`config.mk`:
```
export PLATFORM = sky130hd
export DESIGN_NAME = swipe_stroke_classifier
export DESIGN_NICKNAME = d
export VERILOG_FILES = /design/src/sws_pkg.sv /design/src/sws_tracker.sv /design/src/swipe_stroke_classifier.sv
export SDC_FILE = /design/constraint.sdc
export NUM_CORES = 1
export LEC_CHECK = 0
export BUFFER_PORTS_ARGS = -buffer_cell sky130_fd_sc_hd__buf_2
export CAP_MARGIN = 20
export CORE_AREA = 8 8 181 183
export DETAILED_ROUTE_END_ITERATION = 7
export DIE_AREA = 0 0 189 191
export GPL_TIMING_DRIVEN = 0
export PLACE_DENSITY_LB_ADDON = 0.05
export SYNTH_ARGS = -nofsm -noshare
export SYNTH_HDL_FRONTEND = slang
export SYNTH_HIERARCHICAL = 1
export SYNTH_SLANG_ARGS = --single-unit
export TNS_END_PERCENT = 5
```
`constraint.sdc`:
```
create_clock -name i_clk -period 10.5 [get_ports i_clk]
set_input_delay 3.15 -clock i_clk [delete_from_list [all_inputs] [get_ports i_clk]]
set_output_delay 3.15 -clock i_clk [all_outputs]
set_load 0.005 [all_outputs]
```
`src/sws_pkg.sv`:
```
// ----------------------------------------------------------------------------
// sws_pkg
// Shared types and constants of the swipe stroke classifier: coordinate and
// register widths, gesture codes, register indexes and the pipeline structs.
// ----------------------------------------------------------------------------
package sws_pkg;

    // Coordinate and configuration widths
    localparam int COORD_BITS = 12;
    localparam int CFG_BITS   = 12;
    localparam int IDX_BITS   = 2;

    // Compare width: room for either operand plus sign and negation
    localparam int CMP_BITS = ((COORD_BITS > CFG_BITS) ? COORD_BITS : CFG_BITS) + 2;

    // Configuration reset values
    localparam logic [CFG_BITS-1:0] TRAVEL_RESET = CFG_BITS'(350);
    localparam logic [CFG_BITS-1:0] SPREAD_RESET = CFG_BITS'(40);

    // Register indexes
    localparam logic [IDX_BITS-1:0] REG_TRAVEL_THRESHOLD = IDX_BITS'(0);
    localparam logic [IDX_BITS-1:0] REG_SPREAD_TOLERANCE = IDX_BITS'(1);

    // Direction flag bit positions
    localparam int FLAG_XRISE = 0;
    localparam int FLAG_XFALL = 1;
    localparam int FLAG_YRISE = 2;
    localparam int FLAG_YFALL = 3;

    typedef logic [COORD_BITS-1:0] t_coord;
    typedef logic signed [COORD_BITS:0] t_delta;

    // Gesture codes
    typedef enum logic [2:0] {
        GEST_OTHER = 3'd0,
        GEST_X_DEC = 3'd1,
        GEST_X_INC = 3'd2,
        GEST_Y_DEC = 3'd3,
        GEST_Y_INC = 3'd4
    } t_gesture;

    // One touch point as held in the input register
    typedef struct packed {
        t_coord x;
        t_coord y;
        logic   last;
    } t_point;

    // Stroke summary captured on the last point
    typedef struct packed {
        t_delta dx;        // first_x - last_x
        t_delta dy;        // first_y - last_y
        logic   x_mono;    // x never moved against its overall direction
        logic   y_mono;
        t_coord spread_x;  // max_x - min_x
        t_coord spread_y;
    } t_snap;

endpackage

```
`src/sws_tracker.sv`:
```
// ----------------------------------------------------------------------------
// sws_tracker
// Running stroke state: first and previous point, per-axis extremes and
// rise/fall flags. It registers a stroke summary, marked valid on the last point.
// ----------------------------------------------------------------------------
module sws_tracker
    import sws_pkg::*;
(
    input  logic   i_clk,
    input  logic   i_rst_n,
    input  logic   i_en,
    input  logic   i_valid,
    input  t_point i_pt,
    output t_snap  o_snap,
    output logic   o_snap_valid
);

    logic   r_in_stroke;
    t_coord r_first_x, r_first_y, r_prev_x, r_prev_y;
    t_coord r_min_x, r_max_x, r_min_y, r_max_y;
    logic [3:0] r_flags;
    t_snap  r_snap;
    logic   r_snap_valid;

    t_coord n_first_x, n_first_y, n_prev_x, n_prev_y;
    t_coord n_min_x, n_max_x, n_min_y, n_max_y;
    logic [3:0] n_flags;
    t_snap  n_snap;

    // Next stroke state for the point in the input register
    always_comb begin
        if (!r_in_stroke) begin
            n_first_x = i_pt.x;
            n_first_y = i_pt.y;
            n_min_x   = i_pt.x;
            n_max_x   = i_pt.x;
            n_min_y   = i_pt.y;
            n_max_y   = i_pt.y;
            n_flags   = '0;
        end else begin
            n_first_x = r_first_x;
            n_first_y = r_first_y;
            n_min_x   = (i_pt.x < r_min_x) ? i_pt.x : r_min_x;
            n_max_x   = (i_pt.x > r_max_x) ? i_pt.x : r_max_x;
            n_min_y   = (i_pt.y < r_min_y) ? i_pt.y : r_min_y;
            n_max_y   = (i_pt.y > r_max_y) ? i_pt.y : r_max_y;
            n_flags   = r_flags;
            if (i_pt.x > r_prev_x) n_flags[FLAG_XRISE] = 1'b1;
            if (i_pt.x < r_prev_x) n_flags[FLAG_XFALL] = 1'b1;
            if (i_pt.y > r_prev_y) n_flags[FLAG_YRISE] = 1'b1;
            if (i_pt.y < r_prev_y) n_flags[FLAG_YFALL] = 1'b1;
        end
        n_prev_x = i_pt.x;
        n_prev_y = i_pt.y;
    end

    // Stroke summary, taken from the updated state
    always_comb begin
        n_snap.dx = $signed({1'b0, n_first_x}) - $signed({1'b0, i_pt.x});
        n_snap.dy = $signed({1'b0, n_first_y}) - $signed({1'b0, i_pt.y});
        n_snap.x_mono = (n_first_x > i_pt.x) ? !n_flags[FLAG_XRISE] : !n_flags[FLAG_XFALL];
        n_snap.y_mono = (n_first_y > i_pt.y) ? !n_flags[FLAG_YRISE] : !n_flags[FLAG_YFALL];
        n_snap.spread_x = n_max_x - n_min_x;
        n_snap.spread_y = n_max_y - n_min_y;
    end

    // Control state
    always_ff @(posedge i_clk) begin
        if (!i_rst_n) begin
            r_in_stroke  <= 1'b0;
            r_flags      <= '0;
            r_snap_valid <= 1'b0;
        end else if (i_en) begin
            r_snap_valid <= i_valid && i_pt.last;
            if (i_valid) begin
                r_in_stroke <= !i_pt.last;
                r_flags     <= n_flags;
            end
        end
    end

    // Running values and summary
    always_ff @(posedge i_clk) begin
        if (i_en) begin
            if (i_valid) begin
                r_first_x <= n_first_x;
                r_first_y <= n_first_y;
                r_prev_x  <= n_prev_x;
                r_prev_y  <= n_prev_y;
                r_min_x   <= n_min_x;
                r_max_x   <= n_max_x;
                r_min_y   <= n_min_y;
                r_max_y   <= n_max_y;
            end
            r_snap <= n_snap;
        end
    end

    assign o_snap       = r_snap;
    assign o_snap_valid = r_snap_valid;

    // A last point always closes the stroke
    a_last_closes: assert property (@(posedge i_clk) disable iff (!i_rst_n)
        i_en && i_valid && i_pt.last |=> !r_in_stroke)
        else $error("stroke still open after last point");

    // Extremes stay ordered inside a stroke
    a_extremes: assert property (@(posedge i_clk) disable iff (!i_rst_n)
        r_in_stroke |-> (r_min_x <= r_max_x) && (r_min_y <= r_max_y))
        else $error("min above max in open stroke");

    // A single-point stroke gives no travel
    a_single_point: assert property (@(posedge i_clk) disable iff (!i_rst_n)
        i_en && i_valid && i_pt.last && !r_in_stroke |=>
            (r_snap.dx == '0) && (r_snap.dy == '0))
        else $error("single point stroke shows travel");

endmodule

```
`src/swipe_stroke_classifier.sv`:
```
// ----------------------------------------------------------------------------
// swipe_stroke_classifier
// Classifies a touch stroke, one point per word, into a swipe gesture.
// ----------------------------------------------------------------------------
// Usage:
//   Input channel carries one touch point per word (x, y, last-point mark).
//   A word is taken on a clock edge where i_in_valid is high and o_in_stall
//   is low. Only a point marked last produces an output word: a gesture code
//   (0 other, 1 x decreasing, 2 x increasing, 3 y decreasing, 4 y increasing).
//   Throughput is one point per cycle while o_in_stall is low; the pipeline
//   is input register, stroke tracker stage and result register, and the
//   gesture of a last point is registered in the result register.
//   The configuration port writes travel_threshold (index 0) and
//   spread_tolerance (index 1); other indexes are ignored.
//   Write it only while no stroke is in flight.
//   Reset (synchronous, active low) empties the pipeline, ends any open
//   stroke and restores the threshold to 350 and the tolerance to 40.
//   When the receiver stalls a valid gesture, the whole pipeline holds and
//   o_in_stall rises in the same cycle; nothing is dropped.
// ----------------------------------------------------------------------------
module swipe_stroke_classifier
    import sws_pkg::*;
(
    input  logic                i_clk,
    input  logic                i_rst_n,
    // point input
    input  logic                i_in_valid,
    output logic                o_in_stall,
    input  logic [COORD_BITS-1:0] i_x_coord,
    input  logic [COORD_BITS-1:0] i_y_coord,
    input  logic                i_last_point,
    // gesture output
    output logic                o_out_valid,
    input  logic                i_out_stall,
    output logic [2:0]          o_gesture,
    // configuration
    input  logic                i_cfg_we,
    input  logic [IDX_BITS-1:0] i_cfg_index,
    input  logic [CFG_BITS-1:0] i_cfg_data
);

    logic [CFG_BITS-1:0] r_travel, r_spread;
    logic     r_a_valid;
    t_point   r_a;
    logic     r_out_valid;
    t_gesture r_gesture;
    t_gesture n_gesture;

    logic  advance;
    logic  accept;
    t_snap snap;
    logic  snap_valid;

    logic signed [CMP_BITS-1:0] thr_pos, thr_neg, dx_ext, dy_ext;
    logic [CMP_BITS-1:0] tol_ext, sx_ext, sy_ext;

    // Pipeline moves unless a finished gesture is held by the receiver
    assign advance    = !r_out_valid || !i_out_stall;
    assign accept     = i_in_valid && advance;
    assign o_in_stall = !advance;

    // Configuration registers
    always_ff @(posedge i_clk) begin
        if (!i_rst_n) begin
            r_travel <= TRAVEL_RESET;
            r_spread <= SPREAD_RESET;
        end else if (i_cfg_we) begin
            case (i_cfg_index)
                REG_TRAVEL_THRESHOLD: r_travel <= i_cfg_data;
                REG_SPREAD_TOLERANCE: r_spread <= i_cfg_data;
                default: ;
            endcase
        end
    end

    // Input register
    always_ff @(posedge i_clk) begin
        if (!i_rst_n) begin
            r_a_valid <= 1'b0;
        end else if (advance) begin
            r_a_valid <= accept;
        end
    end

    always_ff @(posedge i_clk) begin
        if (advance) begin
            r_a.x    <= i_x_coord;
            r_a.y    <= i_y_coord;
            r_a.last <= i_last_point;
        end
    end

    sws_tracker u_tracker (
        .i_clk        (i_clk),
        .i_rst_n      (i_rst_n),
        .i_en         (advance),
        .i_valid      (r_a_valid),
        .i_pt         (r_a),
        .o_snap       (snap),
        .o_snap_valid (snap_valid)
    );

    // Operands extended to a common signed width
    always_comb begin
        thr_pos = $signed({{(CMP_BITS-CFG_BITS){1'b0}}, r_travel});
        thr_neg = -thr_pos;
        dx_ext  = CMP_BITS'(snap.dx);
        dy_ext  = CMP_BITS'(snap.dy);
        tol_ext = {{(CMP_BITS-CFG_BITS){1'b0}}, r_spread};
        sx_ext  = {{(CMP_BITS-COORD_BITS){1'b0}}, snap.spread_x};
        sy_ext  = {{(CMP_BITS-COORD_BITS){1'b0}}, snap.spread_y};
    end

    // Gesture decision: x axis first, then y
    always_comb begin
        if (dx_ext > thr_pos) begin
            n_gesture = (snap.x_mono && (sy_ext <= tol_ext)) ? GEST_X_DEC : GEST_OTHER;
        end else if (dx_ext < thr_neg) begin
            n_gesture = (snap.x_mono && (sy_ext <= tol_ext)) ? GEST_X_INC : GEST_OTHER;
        end else if (dy_ext > thr_pos) begin
            n_gesture = (snap.y_mono && (sx_ext <= tol_ext)) ? GEST_Y_DEC : GEST_OTHER;
        end else if (dy_ext < thr_neg) begin
            n_gesture = (snap.y_mono && (sx_ext <= tol_ext)) ? GEST_Y_INC : GEST_OTHER;
        end else begin
            n_gesture = GEST_OTHER;
        end
    end

    // Result register
    always_ff @(posedge i_clk) begin
        if (!i_rst_n) begin
            r_out_valid <= 1'b0;
        end else if (advance) begin
            r_out_valid <= snap_valid;
        end
    end

    always_ff @(posedge i_clk) begin
        if (advance) begin
            r_gesture <= n_gesture;
        end
    end

    assign o_out_valid = r_out_valid;
    assign o_gesture   = r_gesture;

    // A summary reaching the result stage turns into an output word
    a_summary_out: assert property (@(posedge i_clk) disable iff (!i_rst_n)
        advance && snap_valid |=> o_out_valid)
        else $error("stroke summary lost");

    // A held output word blocks new points
    a_backpressure: assert property (@(posedge i_clk) disable iff (!i_rst_n)
        o_out_valid && i_out_stall |-> o_in_stall)
        else $error("point taken while output held");

    // A point waiting in the input register survives a stall
    a_hold_point: assert property (@(posedge i_clk) disable iff (!i_rst_n)
        r_a_valid && !advance |=> r_a_valid && $stable(r_a))
        else $error("input register changed under stall");

    // Travel within threshold on both axes never yields a swipe
    a_no_travel: assert property (@(posedge i_clk) disable iff (!i_rst_n)
        advance && snap_valid && (dx_ext <= thr_pos) && (dx_ext >= thr_neg) &&
        (dy_ext <= thr_pos) && (dy_ext >= thr_neg) |=> o_gesture == GEST_OTHER)
        else $error("swipe reported without travel");

endmodule
```
==> flow_metrics.py <==
metrics = {
    "power_and_ir_drop": {
        "p_switching_w": 0.000761,
        "peakVddDrop_uv": 96.7,
        "power_density_nw_per_um2": 172,
        "netSwitchingFraction_pct": 29.7,
        "p_seq_share_pct": 43.4,
        "power_frac_comb_pct": 23.1,
        "clkPwrFrac_pct": 33.5,
        "p_leak_nw": 6.49,
        "p_int_w": 0.00180,
    },
    "place": {
        "dp_hpwl_mm": 25.4,
        "io_buffers": 48,
        "pre_cts_ws_ns": 3.33,
        "gp_congestion": 0.872,
        "dp.cells": 1738,
    },
    "yosys": {
        "syn-num-nets": 1522,
        "synth_cells": 1292,
        "synth_top_cell_area_share_pct": 39.8,
        "async_flop_share_pct": 0,
        "yosys.cell_types.count": 78,
        "ys_top_cells_by_count": "ha_1 (182), edfxtp_1 (176), inv_1 (174)",
        "syn_area_per_cell_um2": 10.3,
        "ys_seq_elements": 208,
        "ys_warn_count": 6,
        "synth_edf_count": 176,
        "synth_area_leaders": "edfxtp_1 (40%), ha_1 (17%), inv_1 (4.9%)",
        "syn-cell-area_um2": 13300,
        "ys_seq_area_share_pct": 44.6,
        "yosysMostFrequentCell": "ha_1",
        "synth_top_area_cell": "edfxtp_1",
        "synthFlopType": "edfxtp_1",
    },
    "sta": {
        "slew_headroom_pct": 35.9,
        "setup_viol": 0,
        "setup_tns_ns": 0,
        "period_share_pct": 68.3,
        "fin_hold_ws_ns": 0.465,
        "max_freq_ghz": 0.140,
        "hold_violations": 0,
        "drv_slew": 0,
        "min_period_ns": 7.17,
        "setup_slack_ns": 3.33,
        "clock_skew_ns": 0.00975,
        "worst_pin_slew_ns": 0.959,
        "rsz0062_at_grt": "false",
    },
    "die": {
        "rows": 64,
        "fp.dieH_um": 191,
        "die-area_um2": 36100,
        "fp.coreArea_um2": 30000,
        "io_pins": 49,
        "fp.dieW_um": 189,
        "initial_core_util_pct": 44.2,
    },
    "clocking": {
        "cts-hold-fix-buffers": 0,
        "cts-root-buf": "clkbuf_16",
        "clk_pin_slew_ns": 0.06,
        "numCtsBuffers": 26,
        "post_cts_resized": 0,
        "clkLatencyLatePin_ns": 0.53,
        "ctsHtreeMaxLevel": 1,
        "post-cts-setup-buffer-count": 0,
        "cts_tree": "done",
        "clock-sinks": 208,
        "clockBufferDepth": 3,
    },
    "outcome": {
        "outcome": "complete, no violations",
    },
    "drt": {
        "wire_per_inst_um": 18.3,
        "wl_met3_mm": 1.55,
        "dr.first_iter.drc_count": 516,
        "route.met2.wl_mm": 14.6,
        "vias": 9492,
        "firstDrtPassIters": 5,
        "drc": 0,
        "wl_met1_mm": 15.8,
        "postRouteAntennaNets": 0,
        "drt-vias-per-instance": 5.31,
        "topRoutingLayerUsed": "met4",
        "routed_wl_mm": 32.6,
    },
    "grt": {
        "grt_max_degree": 61,
        "grt_pass1_wl_mm": 51.6,
        "antenna_found_initial": 0,
        "grt_pass1_vias": 9294,
        "track_usage_pct": 18.0,
        "overflow": 0,
    },
    "final_layout": {
        "finalNonFillerCells": 1786,
        "syn_to_final_growth_pct": 12.2,
        "nets": 1600,
        "antenna_cells": 0,
        "fin_util_pct": 49.6,
        "drive_gt1_share_pct": 8.20,
    },
    "job": {
        "maxCapViolations": 0,
    },
    "critical_path": {
        "endpoint_kind": "output pin",
        "critPathArrivalTime_ns": 4.02,
        "critical_path.startpoint_type": "primary input",
        "worst-path-max-fanout": 25,
        "critical_path_required_ns": 7.35,
        "crit_type": "primary input to output pin",
        "rrSetupSlack_ns": 5.51,
    },
    "worst_hold_path": {
        "min_path_type": "flop to flop",
    },
}
==> cell usage in the layout (no fill, tap or decap), types with 5 or more instances in the layout <==
| master | synthesis | final |
|---|---|---|
| xnor2_1 | 33 | 33 |
| clkbuf_1 | 20 | 31 |
| dfxtp_1 | 32 | 32 |
| nand2_1 | 147 | 146 |
| xor2_1 | 15 | 15 |
| nand3_1 | 27 | 27 |
| nand4_1 | 20 | 20 |
| o211ai_1 | 14 | 14 |
| buf_2 | 1 | 49 |
| o21a_1 | 24 | 24 |
| o31ai_1 | 6 | 6 |
| and3_1 | 5 | 5 |
| nor3_1 | 14 | 14 |
| inv_1 | 174 | 173 |
| o21bai_1 | 7 | 7 |
| a21o_1 | 32 | 32 |
| nor2b_1 | 20 | 20 |
| ha_1 | 182 | 182 |
| a21boi_0 | 33 | 33 |
| nand2b_1 | 8 | 8 |
| nor2_1 | 53 | 53 |
| a21oi_1 | 73 | 73 |
| edfxtp_1 | 176 | 176 |
| clkbuf_16 | 0 | 27 |
| a211oi_1 | 7 | 7 |
| o21ai_0 | 77 | 77 |
| nor4_1 | 5 | 5 |
==> worst paths after layout <==
| kind | from | to | cells past startpoint |
|---|---|---|---|
| setup reg to reg | r_a[12] | u_tracker/o_snap[10] | 18 |
| hold / removal | r_spread[1] | r_spread[1] | 2 |
| setup / recovery | i_out_stall | o_in_stall | 4 |
| hold reg to reg | r_spread[1] | r_spread[1] | 2 |
==> cells by family after synthesis <==
group	count (synthesis)	share of synthesized area, %
and+or+nand+nor	330	12.0
AOI/OAI and AO/OA	316	15.7
DFF	208	44.6
buffers and inverters	195	5.52
adders and majority gates	187	17.8
xor gates and xnor gates	53	4.03
muxes	3	0.226
==> per-stage QoR <==
step / instance area [µm²] / power [W]
4_1_cts: 14900 / 0.00259
2_1_floorplan: 13300 / 0.00153
3_5_place_dp: 14100 / 0.00172
6_report: 14900 / 0.00256
5_1_grt: 14900 / 0.00272
3_3_place_gp: 14000 / 0.00171
==> worst max-delay path: stages <==
cell,delay (ns)
buf_2,0.11
nand2_4,0.35
inv_1,0.22
buf_2,0.18
==> state kept, by name, summed over array words and instances (netlist names) <==
| name | count |
|---|---|
| u_tracker/r_min_y | 12 |
| o_gesture | 3 |
| u_tracker/r_prev_x | 12 |
| r_a_valid | 1 |
| u_tracker/r_max_x | 12 |
| o_out_valid | 1 |
| u_tracker/r_first_x | 12 |
| u_tracker/r_in_stroke | 1 |
| u_tracker/r_min_x | 12 |
| r_spread | 12 |
| r_a | 25 |
| u_tracker/r_prev_y | 12 |
| u_tracker/r_first_y | 12 |
| u_tracker/r_flags | 4 |
| u_tracker/o_snap | 52 |
| r_travel | 12 |
| u_tracker/o_snap_valid | 1 |
| u_tracker/r_max_y | 12 |
==> cell type report <==
class                      count  area (µm²)
tap                          396         495
clock buffer                  41         758
buffer                        21        80.1
sequential                   208        5930
inverter                     174         656
timing repair buffer          50         295
multi-input combinational    889        6620
fill                        2830       15100
clock inverter                 7        60.1
==> routing by layer <==
layer,track usage (%),vias up
met4,4.78,0
met3,2.50,42
met5,0,-
met2,28.7,188
li1,-,4811
met1,25.5,4451
==> power by group through the flow <==
stage          Combinational [W]  Sequential, W  Clock, W
2_1_floorplan           0.000448        0.00108         0
3_3_place_gp            0.000577        0.00113         0
3_5_place_dp            0.000590        0.00113         0
4_1_cts                 0.000594        0.00111  0.000887
5_1_grt                 0.000679        0.00112  0.000918
6_report                0.000592        0.00111  0.000860
Note: power is estimated with default switching activity, not from simulation.
